### src/rtl/bppr_pkg.sv
`default_nettype none
package bppr_pkg;

    localparam int NUM_FRAMES_DEF = 16;
    localparam int PAGE_BITS_DEF  = 16;
    localparam int HW_FRAMES      = 16;
    localparam int CNT_W          = 7;

    localparam logic [7:0] PIN_MAX = 8'd255;

    localparam logic [2:0] OP_PIN   = 3'd0;
    localparam logic [2:0] OP_UNPIN = 3'd1;
    localparam logic [2:0] OP_DIRTY = 3'd2;
    localparam logic [2:0] OP_FORCE = 3'd3;
    localparam logic [2:0] OP_FLUSH = 3'd4;

    localparam logic [1:0] ST_OK       = 2'd0;
    localparam logic [1:0] ST_NO_FRAME = 2'd1;
    localparam logic [1:0] ST_NOT_RES  = 2'd2;

    localparam logic [1:0] STRAT_FIFO = 2'd0;
    localparam logic [1:0] STRAT_LRU  = 2'd1;

    localparam logic REG_STRATEGY = 1'b0;
    localparam logic REG_FRAMES   = 1'b1;

    typedef struct packed {
        logic [2:0]  opcode;
        logic [15:0] page_number;
    } t_in;

    typedef struct packed {
        logic [1:0]  status;
        logic [3:0]  frame_index;
        logic        hit;
        logic        writeback_valid;
        logic [15:0] writeback_page;
        logic        fill_valid;
        logic [31:0] read_total;
        logic [31:0] write_total;
        logic        last;
    } t_out;

    typedef struct packed {
        logic       used;
        logic       dirty;
        logic       ref_bit;
        logic [7:0] pin;
    } t_flags;

    typedef enum logic [2:0] {
        C_HOLD,
        C_LOAD,
        C_SHIFT,
        C_CLR_REF,
        C_CLR_DIRTY,
        C_DEC_PIN,
        C_SET_DIRTY,
        C_CLEAR
    } t_cell_op;

    typedef enum logic [1:0] {
        S_IDLE,
        S_EXEC,
        S_OUT
    } t_state;

endpackage
`default_nettype wire

### src/rtl/bppr_cell.sv
`default_nettype none
module bppr_cell #(
    parameter int IDX       = 0,
    parameter int FW        = 4,
    parameter int PAGE_BITS = 16
) (
    input  wire logic                   i_clk,
    input  wire logic                   i_rst_n,
    input  wire bppr_pkg::t_cell_op     i_op,
    input  wire logic [PAGE_BITS-1:0]   i_key,
    input  wire logic [PAGE_BITS-1:0]   i_left_page,
    input  wire logic [FW-1:0]          i_left_frame,
    input  wire bppr_pkg::t_flags       i_left_flags,
    input  wire logic [PAGE_BITS-1:0]   i_new_page,
    input  wire logic [FW-1:0]          i_new_frame,
    input  wire bppr_pkg::t_flags       i_new_flags,
    output logic [PAGE_BITS-1:0]        o_page,
    output logic [FW-1:0]               o_frame,
    output bppr_pkg::t_flags            o_flags,
    output logic                        o_match
);
    import bppr_pkg::*;

    logic [PAGE_BITS-1:0] r_page;
    logic [FW-1:0]        r_frame;
    t_flags               r_flags;

    always_ff @(posedge i_clk) begin
        if (!i_rst_n) begin
            r_frame <= FW'(IDX);
            r_flags <= '0;
        end else begin
            case (i_op)
                C_LOAD: begin
                    r_page  <= i_new_page;
                    r_frame <= i_new_frame;
                    r_flags <= i_new_flags;
                end
                C_SHIFT: begin
                    r_page  <= i_left_page;
                    r_frame <= i_left_frame;
                    r_flags <= i_left_flags;
                end
                C_CLR_REF:   r_flags.ref_bit <= 1'b0;
                C_CLR_DIRTY: r_flags.dirty <= 1'b0;
                C_DEC_PIN:   r_flags.pin <= r_flags.pin - 8'd1;
                C_SET_DIRTY: r_flags.dirty <= 1'b1;
                C_CLEAR: begin
                    r_frame <= FW'(IDX);
                    r_flags <= '0;
                end
                default: ;
            endcase
        end
    end

    assign o_page  = r_page;
    assign o_frame = r_frame;
    assign o_flags = r_flags;
    assign o_match = r_flags.used && (r_page == i_key);

endmodule
`default_nettype wire

### src/rtl/buffer_pool_page_replacement.sv
// Buffer pool page-frame table with FIFO, LRU and CLOCK replacement.
// Input channel (i_in_valid / o_in_ready) carries one request word: opcode
// and page number. Output channel (o_out_valid / i_out_ready) returns result
// words; the last word of a request has last set. Flush all returns one word
// per dirty frame, front to tail of the order.
// Frames live in a row of cells ordered by replacement position; a move to
// the front shifts the cells ahead of the moved frame one step down the row.
// One request at a time: accept, an execute step that searches the row and
// updates it, then the result register is shown. Each further flush word
// passes through the execute step and the result register again.
// A stalled receiver holds the result word and the block takes no request.
// Reset (and a write of frames_in_use) empties the pool and zeroes the read
// and write totals at once; a strategy write keeps the pool.
// Config port: i_cfg_we with i_cfg_idx 0 = strategy, 1 = frames_in_use.
`default_nettype none
module buffer_pool_page_replacement #(
    parameter int NUM_FRAMES = bppr_pkg::NUM_FRAMES_DEF,
    parameter int PAGE_BITS  = bppr_pkg::PAGE_BITS_DEF
) (
    input  wire logic           i_clk,
    input  wire logic           i_rst_n,
    input  wire logic           i_in_valid,
    output logic                o_in_ready,
    input  wire bppr_pkg::t_in  i_in_data,
    output logic                o_out_valid,
    input  wire logic           i_out_ready,
    output bppr_pkg::t_out      o_out_data,
    input  wire logic           i_cfg_we,
    input  wire logic           i_cfg_idx,
    input  wire logic [4:0]     i_cfg_data
);
    import bppr_pkg::*;

    localparam int FW = (NUM_FRAMES > 1) ? $clog2(NUM_FRAMES) : 1;
    localparam int MAXP = (NUM_FRAMES < HW_FRAMES) ? NUM_FRAMES : HW_FRAMES;

    t_state               r_state, n_state;
    logic [1:0]           r_strat;
    logic [4:0]           r_cfg_frames;
    logic [4:0]           r_filled, n_filled;
    logic [31:0]          r_reads, n_reads;
    logic [31:0]          r_writes, n_writes;
    logic [2:0]           r_op;
    logic [PAGE_BITS-1:0] r_page;
    logic                 r_more, n_more;
    t_out                 r_out, n_out;

    logic [CNT_W-1:0]     pool_n;
    logic                 exec_en;

    logic [PAGE_BITS-1:0] c_page  [NUM_FRAMES];
    logic [FW-1:0]        c_frame [NUM_FRAMES];
    t_flags               c_flags [NUM_FRAMES];
    logic                 c_match [NUM_FRAMES];
    t_cell_op             c_op    [NUM_FRAMES];

    logic [PAGE_BITS-1:0] new_page;
    logic [FW-1:0]        new_frame;
    t_flags               new_flags;

    // pool size: at least one frame, at most the row or the hardware limit
    always_comb begin
        if (r_cfg_frames == 5'd0) begin
            pool_n = CNT_W'(1);
        end else if (CNT_W'(r_cfg_frames) > CNT_W'(MAXP)) begin
            pool_n = CNT_W'(MAXP);
        end else begin
            pool_n = CNT_W'(r_cfg_frames);
        end
    end

    // row of cells, each fed by its left neighbor; the head takes the new entry
    for (genvar k = 0; k < NUM_FRAMES; k++) begin : g_cell
        if (k == 0) begin : g_head
            bppr_cell #(.IDX(k), .FW(FW), .PAGE_BITS(PAGE_BITS)) u_cell (
                .i_clk       (i_clk),
                .i_rst_n     (i_rst_n),
                .i_op        (c_op[k]),
                .i_key       (r_page),
                .i_left_page (new_page),
                .i_left_frame(new_frame),
                .i_left_flags(new_flags),
                .i_new_page  (new_page),
                .i_new_frame (new_frame),
                .i_new_flags (new_flags),
                .o_page      (c_page[k]),
                .o_frame     (c_frame[k]),
                .o_flags     (c_flags[k]),
                .o_match     (c_match[k])
            );
        end else begin : g_body
            bppr_cell #(.IDX(k), .FW(FW), .PAGE_BITS(PAGE_BITS)) u_cell (
                .i_clk       (i_clk),
                .i_rst_n     (i_rst_n),
                .i_op        (c_op[k]),
                .i_key       (r_page),
                .i_left_page (c_page[k-1]),
                .i_left_frame(c_frame[k-1]),
                .i_left_flags(c_flags[k-1]),
                .i_new_page  (new_page),
                .i_new_frame (new_frame),
                .i_new_flags (new_flags),
                .o_page      (c_page[k]),
                .o_frame     (c_frame[k]),
                .o_flags     (c_flags[k]),
                .o_match     (c_match[k])
            );
        end
    end

    // execute: search the row, pick the action, build the result word
    always_comb begin
        logic [NUM_FRAMES-1:0] inpool, unp, dmask;
        logic          hit_any, tfound, cfound, ufound, dfound;
        logic [FW-1:0] hpos, tpos, cpos, upos, dpos, vpos, spos;
        logic          vfound, do_load, do_move, is_lru, fifo_lru;
        logic [NUM_FRAMES-1:0] clr_ref;
        t_cell_op      sop;

        hit_any = 1'b0; tfound = 1'b0; cfound = 1'b0; ufound = 1'b0; dfound = 1'b0;
        hpos = '0; tpos = '0; cpos = '0; upos = '0; dpos = '0; vpos = '0; spos = '0;
        vfound = 1'b0; do_load = 1'b0; do_move = 1'b0;
        clr_ref = '0;
        sop = C_HOLD;
        is_lru   = (r_strat == STRAT_LRU);
        fifo_lru = (r_strat == STRAT_FIFO) || is_lru;

        for (int k = 0; k < NUM_FRAMES; k++) begin
            inpool[k] = (CNT_W'(k) < pool_n);
            unp[k]    = inpool[k] && (c_flags[k].pin == 8'd0);
            dmask[k]  = inpool[k] && c_flags[k].used && c_flags[k].dirty;
            if (unp[k]) begin
                tfound = 1'b1;
                tpos   = FW'(k);
            end
        end
        for (int k = NUM_FRAMES - 1; k >= 0; k--) begin
            if (c_match[k] && inpool[k]) begin
                hit_any = 1'b1;
                hpos    = FW'(k);
            end
            if (unp[k] && !c_flags[k].ref_bit) begin
                cfound = 1'b1;
                cpos   = FW'(k);
            end
            if (unp[k]) begin
                ufound = 1'b1;
                upos   = FW'(k);
            end
            if (dmask[k]) begin
                dfound = 1'b1;
                dpos   = FW'(k);
            end
        end

        n_out          = '0;
        n_out.last     = 1'b1;
        n_more         = 1'b0;
        n_filled       = r_filled;
        n_reads        = r_reads;
        n_writes       = r_writes;
        new_page  = c_page[hpos];
        new_frame = c_frame[hpos];
        new_flags = c_flags[hpos];

        case (r_op)
            OP_PIN: begin
                if (hit_any) begin
                    if (c_flags[hpos].pin != PIN_MAX) begin
                        new_flags.pin = c_flags[hpos].pin + 8'd1;
                    end
                    new_flags.ref_bit = 1'b1;
                    vpos    = hpos;
                    do_load = 1'b1;
                    do_move = is_lru;
                    n_out.frame_index = 4'(c_frame[hpos]);
                    n_out.hit         = 1'b1;
                end else begin
                    if (CNT_W'(r_filled) < pool_n) begin
                        vfound   = 1'b1;
                        vpos     = FW'(r_filled);
                        n_filled = r_filled + 5'd1;
                    end else if (fifo_lru) begin
                        vfound = tfound;
                        vpos   = tpos;
                    end else if (cfound) begin
                        // clear reference bits of unpinned frames ahead of it
                        vfound = 1'b1;
                        vpos   = cpos;
                        for (int k = 0; k < NUM_FRAMES; k++) begin
                            clr_ref[k] = unp[k] && (FW'(k) < cpos);
                        end
                    end else begin
                        vfound  = ufound;
                        vpos    = upos;
                        clr_ref = unp;
                    end
                    if (vfound) begin
                        if (c_flags[vpos].used && c_flags[vpos].dirty) begin
                            n_out.writeback_valid = 1'b1;
                            n_out.writeback_page  = 16'(c_page[vpos]);
                            n_writes = r_writes + 32'd1;
                        end
                        n_reads   = r_reads + 32'd1;
                        new_page  = r_page;
                        new_frame = c_frame[vpos];
                        new_flags = '{used: 1'b1, dirty: 1'b0, ref_bit: 1'b1, pin: 8'd1};
                        do_load   = 1'b1;
                        do_move   = fifo_lru;
                        n_out.frame_index = 4'(c_frame[vpos]);
                        n_out.fill_valid  = 1'b1;
                    end else begin
                        clr_ref      = '0;
                        n_out.status = ST_NO_FRAME;
                    end
                end
            end
            OP_UNPIN, OP_DIRTY, OP_FORCE: begin
                if (!hit_any || ((r_op == OP_UNPIN) && (c_flags[hpos].pin == 8'd0))) begin
                    n_out.status = ST_NOT_RES;
                end else begin
                    n_out.frame_index = 4'(c_frame[hpos]);
                    spos = hpos;
                    if (r_op == OP_UNPIN) begin
                        sop = C_DEC_PIN;
                    end else if (r_op == OP_DIRTY) begin
                        sop = C_SET_DIRTY;
                    end else begin
                        n_writes = r_writes + 32'd1;
                        n_out.writeback_valid = 1'b1;
                        n_out.writeback_page  = 16'(c_page[hpos]);
                    end
                end
            end
            OP_FLUSH: begin
                if (dfound) begin
                    spos = dpos;
                    sop  = C_CLR_DIRTY;
                    n_writes = r_writes + 32'd1;
                    n_out.frame_index     = 4'(c_frame[dpos]);
                    n_out.writeback_valid = 1'b1;
                    n_out.writeback_page  = 16'(c_page[dpos]);
                    // last word once no other dirty frame remains
                    n_out.last = ((dmask & ~(NUM_FRAMES'(1) << dpos)) == '0);
                    n_more     = !n_out.last;
                end
            end
            default: ;
        endcase

        n_out.read_total  = n_reads;
        n_out.write_total = n_writes;

        for (int k = 0; k < NUM_FRAMES; k++) begin
            c_op[k] = C_HOLD;
            if (i_cfg_we && (i_cfg_idx == REG_FRAMES)) begin
                c_op[k] = C_CLEAR;
            end else if (exec_en) begin
                if (clr_ref[k]) begin
                    c_op[k] = C_CLR_REF;
                end
                if ((sop != C_HOLD) && (FW'(k) == spos)) begin
                    c_op[k] = sop;
                end
                if (do_load) begin
                    if (do_move) begin
                        if (k == 0) begin
                            c_op[k] = C_LOAD;
                        end else if (FW'(k) <= vpos) begin
                            c_op[k] = C_SHIFT;
                        end
                    end else if (FW'(k) == vpos) begin
                        c_op[k] = C_LOAD;
                    end
                end
            end
        end
    end

    // next state
    always_comb begin
        n_state = r_state;
        case (r_state)
            S_IDLE: if (i_in_valid) n_state = S_EXEC;
            S_EXEC: n_state = S_OUT;
            S_OUT: begin
                if (i_out_ready) begin
                    n_state = r_more ? S_EXEC : S_IDLE;
                end
            end
            default: n_state = S_IDLE;
        endcase
    end

    // outputs
    always_comb begin
        o_in_ready  = 1'b0;
        o_out_valid = 1'b0;
        exec_en     = 1'b0;
        case (r_state)
            S_IDLE: o_in_ready  = 1'b1;
            S_EXEC: exec_en     = 1'b1;
            S_OUT:  o_out_valid = 1'b1;
            default: ;
        endcase
    end

    assign o_out_data = r_out;

    always_ff @(posedge i_clk) begin
        if (!i_rst_n) begin
            r_state      <= S_IDLE;
            r_strat      <= STRAT_FIFO;
            r_cfg_frames <= 5'd16;
            r_filled     <= '0;
            r_reads      <= '0;
            r_writes     <= '0;
            r_more       <= 1'b0;
        end else begin
            r_state <= n_state;
            if (i_cfg_we && (i_cfg_idx == REG_STRATEGY)) begin
                r_strat <= i_cfg_data[1:0];
            end
            if (i_cfg_we && (i_cfg_idx == REG_FRAMES)) begin
                r_cfg_frames <= i_cfg_data;
                r_filled     <= '0;
                r_reads      <= '0;
                r_writes     <= '0;
            end else if (exec_en) begin
                r_filled <= n_filled;
                r_reads  <= n_reads;
                r_writes <= n_writes;
            end
            if (exec_en) begin
                r_more <= n_more;
            end
        end
    end

    // payload registers
    always_ff @(posedge i_clk) begin
        if (o_in_ready && i_in_valid) begin
            r_op   <= i_in_data.opcode;
            r_page <= PAGE_BITS'(i_in_data.page_number);
        end
        if (exec_en) begin
            r_out <= n_out;
        end
    end

`ifndef ASSERT_OFF
    a_fill_bound: assert property (@(posedge i_clk) disable iff (!i_rst_n)
        CNT_W'(r_filled) <= pool_n)
        else $error("fill count beyond pool size");
    a_one_item: assert property (@(posedge i_clk) disable iff (!i_rst_n)
        !(o_in_ready && o_out_valid))
        else $error("request taken while a word is pending");
    a_hit_clean: assert property (@(posedge i_clk) disable iff (!i_rst_n)
        o_out_valid && o_out_data.hit |-> !o_out_data.fill_valid
            && !o_out_data.writeback_valid)
        else $error("hit word carries storage traffic");
    a_fail_quiet: assert property (@(posedge i_clk) disable iff (!i_rst_n)
        o_out_valid && (o_out_data.status != ST_OK) |-> (o_out_data.frame_index == 4'd0)
            && !o_out_data.fill_valid && o_out_data.last)
        else $error("failed request word not clean");
`endif

endmodule
`default_nettype wire
### config.mk
export PLATFORM = sky130hd
export DESIGN_NAME = buffer_pool_page_replacement
export DESIGN_NICKNAME = d
export VERILOG_FILES = /design/src/rtl/bppr_pkg.sv /design/src/rtl/bppr_cell.sv /design/src/rtl/buffer_pool_page_replacement.sv
export SDC_FILE = /design/constraint.sdc
export NUM_CORES = 2
export LEC_CHECK = 0
export ABC_AREA = 1
export BUFFER_PORTS_ARGS = -buffer_cell sky130_fd_sc_hd__buf_2
export CAP_MARGIN = 20
export CELL_PAD_IN_SITES_DETAIL_PLACEMENT = 1
export CELL_PAD_IN_SITES_GLOBAL_PLACEMENT = 1
export CORE_UTILIZATION = 45
export CTS_BUF_LIST = sky130_fd_sc_hd__clkbuf_4 sky130_fd_sc_hd__clkbuf_8 sky130_fd_sc_hd__clkbuf_16
export DETAILED_ROUTE_END_ITERATION = 6
export PLACE_DENSITY_LB_ADDON = 0.2
export SLEW_MARGIN = 20
export SYNTH_ARGS = -nofsm -noshare
export SYNTH_HDL_FRONTEND = slang
export SYNTH_SLANG_ARGS = --single-unit
### constraint.sdc
create_clock -name i_clk -period 14.5 [get_ports i_clk]
set_clock_uncertainty 0.05 [all_clocks]
set_input_delay 3.625 -clock i_clk [delete_from_list [all_inputs] [get_ports i_clk]]
set_output_delay 3.625 -clock i_clk [all_outputs]
set_load 0.02 [all_outputs]
==> impl_metrics.env <==
export IMPL_outcome="complete, no violations"
export IMPL_synth_edf_count=365
export IMPL_crit_top_cell="nand2_1"
export IMPL_cts_buffers_inserted=86
export IMPL_timing_rr_start="r_cfg_frames[4]"
export IMPL_rsz0062_at_grt="false"
export IMPL_grt_overflow=0
export IMPL_reg2reg_setup_slack_ps=4720
export IMPL_setup_ws_ps=4724
export IMPL_fin_crit_ps=9776
export IMPL_vdd_drop_max_mv=0.09040
export IMPL_p_per_area_nw_per_um2=105.1
export IMPL_grt_pass1_vias=57570
export IMPL_rows=123
export IMPL_syn_cell_area_um2=51160
export IMPL_synthArstFlopShare_pct=0
export IMPL_finalInstanceArea_um2=55770
export IMPL_max_cap_violations=0
export IMPL_end_kind="flop"
export IMPL_synth_ff_type="edfxtp_1"
export IMPL_final_common_cell="nand2_1"
export IMPL_critical_path_max_stage_delay_ps=860
export IMPL_clock_fmax_mhz=102.3
export IMPL_placed_cells=8920
export IMPL_grt_max_degree=115
export IMPL_drt_iter0_markers=8644
export IMPL_ys_ff_latch=684
export IMPL_seqPwrFrac_pct=38.3
export IMPL_clkPwrFrac_pct=38.5
export IMPL_synth_top_area_share_pct=21.42
export IMPL_cts_root_buf="clkbuf_16"
export IMPL_hold_depth=2
export IMPL_yosysWarningCount=0
export IMPL_post_dp_cell_area_um2=52850
export IMPL_via_per_inst=6.604
export IMPL_grtUsageTotal_pct=46.82
export IMPL_via_count=60030
export IMPL_synth_area_leaders="edfxtp_1, nand2_1, dfxtp_1"
export IMPL_whs_endpoint="g_cell[6].g_body.u_cell.o_flags[8]"
export IMPL_cp_start_kind="flop"
export IMPL_clock_latency_ps=720
export IMPL_crit_path_top_delay_cell="buf_4"
export IMPL_yosysSeqAreaShare_pct=33.91
export IMPL_mostFrequentLayoutCells="nand2_1, o21ai_0, inv_1"
export IMPL_die_w_um=339.2
export IMPL_ys_types=74
export IMPL_cts_resized=0
export IMPL_tightest_slew_ps=1404
export IMPL_critPathKind="flop to flop"
export IMPL_power_frac_comb_pct=23.2
export IMPL_net_switching_power_w=0.002090
export IMPL_syn_inst=7628
export IMPL_die_height_um=339.2
export IMPL_clockBufferDepth=3
export IMPL_tns_ps=0
export IMPL_cts_hold_buf=0
export IMPL_internal_power_w=0.003770
export IMPL_numClockSinks=684
export IMPL_drtPass1Iterations=7
export IMPL_p_leak_nw=23.76
export IMPL_post_cts_setup_buffers=0
export IMPL_fin_cells=9090
export IMPL_setup_violations=0
export IMPL_crit_family="simple AND/OR/NAND/NOR gates"
export IMPL_path_clk_slew_ps=60
export IMPL_cts_htree_levels=3
export IMPL_crit_fanout=110
export IMPL_yosysTopAreaCell="edfxtp_1"
export IMPL_syn_nets=7683
export IMPL_drv_slew=0
export IMPL_port_buffers=121
export IMPL_hold_path_startpoint="g_cell[5].g_body.u_cell.o_flags[8]"
export IMPL_syn_area_per_cell_um2=6.707
export IMPL_ant_nets=0
export IMPL_rr_worst_depth=36
export IMPL_relSlewSlack_pct=5.214
export IMPL_p_sw_share_pct=35.66
export IMPL_min_period_over_period_pct=67.42
export IMPL_hold_path_class="flop to flop"
export IMPL_critPathRequiredTime_ps=14800
export IMPL_crit_arrival_ps=10070
export IMPL_final_hold_viol_count=0
export IMPL_dp_hpwl_mm=204.6
export IMPL_pre_cts_ws_ps=5147
export IMPL_r2r_end="g_cell[10].g_body.u_cell.o_page[11]"
export IMPL_nFillCells=14830
export IMPL_detail_route_wl_per_cell_um=30.66
export IMPL_fin_nets=7566
export IMPL_remaining_drc_errors=0
export IMPL_areaGrowthSynthToFinish_pct=9.020
export IMPL_antenna_found_initial=22
export IMPL_cts_tree="built"
export IMPL_die_area_um2=115000
export IMPL_initial_core_util_pct=45.41
export IMPL_routabilityCongestion=1.046
export IMPL_coreArea_um2=112700
export IMPL_pin_count=122
export IMPL_grt_first_pass_wirelength_mm=399.8
export IMPL_path_buf_inv=4
export IMPL_wl_mm=278.7
export IMPL_drive_above_1_share_pct=8.916
## final cells by class
cell class / count / area (um^2) / area share [%]
flip-flops and latches: 684 / 17350 / 31.10
inverters: 794 / 2988 / 5.357
clock buffers: 119 / 2461 / 4.413
clock inverters: 40 / 399.1 / 0.7156
well taps: 1500 / 1877 / 3.365
repair buffers: 259 / 1673 / 2.999
multi-input cells: 5686 / 29010 / 52.01
diodes: 8 / 20.02 / 0.03589
## logic make-up after synthesis
group / synth area share, %
xor gates and xnor gates: 3.972
buffers and inverters: 9.930
DFF: 33.91
and+or+nand+nor: 28.53
AOI/OAI and AO/OA: 23.05
adders and majority gates: 0.6114
## per-stage QoR
stage	power (W)	hold WS (ps)	util, %
floorplan	0.003043	393.6	-
global placement	0.003527	407.1	46.88
detailed placement	0.003562	417.3	46.92
CTS	0.005779	425.9	49.46
global route	0.005982	461.1	49.49
finish	0.005860	427.6	49.51
## power groups by stage
stage	combinational [W]	sequential [W]	clock [W]
after detailed placement	0.00128	0.00228	0
after global routing	0.00142	0.00225	0.00231
after floorplan	0.000762	0.00228	0
final	0.00136	0.00224	0.00226
after global placement	0.00125	0.00228	0
after CTS	0.00129	0.00224	0.00225
## layer usage
metal	GRT usage, %	wire, um	share of wire [%]	vias up
met4	21.30	14260	5.1	22
met2	65.73	112100	40	4084
met5	0	241	0.086	-
met3	16.05	39770	14	797
met1	64.28	112300	40	29290
li1	-	-	-	25840
## worst max path at each step
stage | start | endpoint | cells past startpoint
6_report | r_cfg_frames[4] | g_cell[10].g_body.u_cell.o_page[11] | 36
3_5_place_dp | r_page[10] | g_cell[5].g_body.u_cell.o_page[4] | 43
4_1_cts | r_page[10] | g_cell[5].g_body.u_cell.o_page[0] | 43
3_3_place_gp | r_page[8] | g_cell[5].g_body.u_cell.o_page[0] | 46
2_1_floorplan | r_page[11] | g_cell[12].g_body.u_cell.o_page[0] | 43
5_1_grt | r_cfg_frames[4] | g_cell[10].g_body.u_cell.o_page[11] | 45
## state kept, by name, summed over array words and instances (netlist names)
name,flops
r_op,3
g_cell.g_body.u_cell.o_page,240
r_cfg_frames,5
g_cell.g_body.u_cell.o_flags,165
o_out_data,90
g_cell.g_head.u_cell.o_page,16
r_filled,5
g_cell.g_head.u_cell.o_flags,11
g_cell.g_body.u_cell.o_frame,60
r_state,2
r_strat,2
r_writes,32
r_reads,32
r_more,1
g_cell.g_head.u_cell.o_frame,4
r_page,16
## synthesized netlist by cell type, drive strengths merged, types with 3 or more instances
master / n
a2111oi: 4
a211oi: 22
a21boi: 4
a21oi: 465
a221o: 13
a221oi: 78
a31oi: 47
and2: 4
and3: 3
buf: 177
clkbuf: 287
clkinv: 7
dfxtp: 319
edfxtp: 365
ha: 25
inv: 787
nand2: 1848
nand3: 520
nand3b: 8
nand4: 109
nor2: 680
nor3: 117
nor3b: 4
nor4: 48
o2111ai: 23
o211a: 3
o211ai: 100
o21a: 6
o21ai: 996
o21bai: 4
o221ai: 46
o22ai: 200
o311ai: 29
o31ai: 6
or2: 35
xnor2: 28
xor2: 204
## worst reg2reg max path, delay by kind of cell (launching register included)
family	cells	cell delay (ps)
compound gates	3	730
fa+ha+maj	1	190
buf+inv	4	1430
flops	1	460
simple gates	28	6550
No activity file was read; power rests on OpenSTA's default activity.
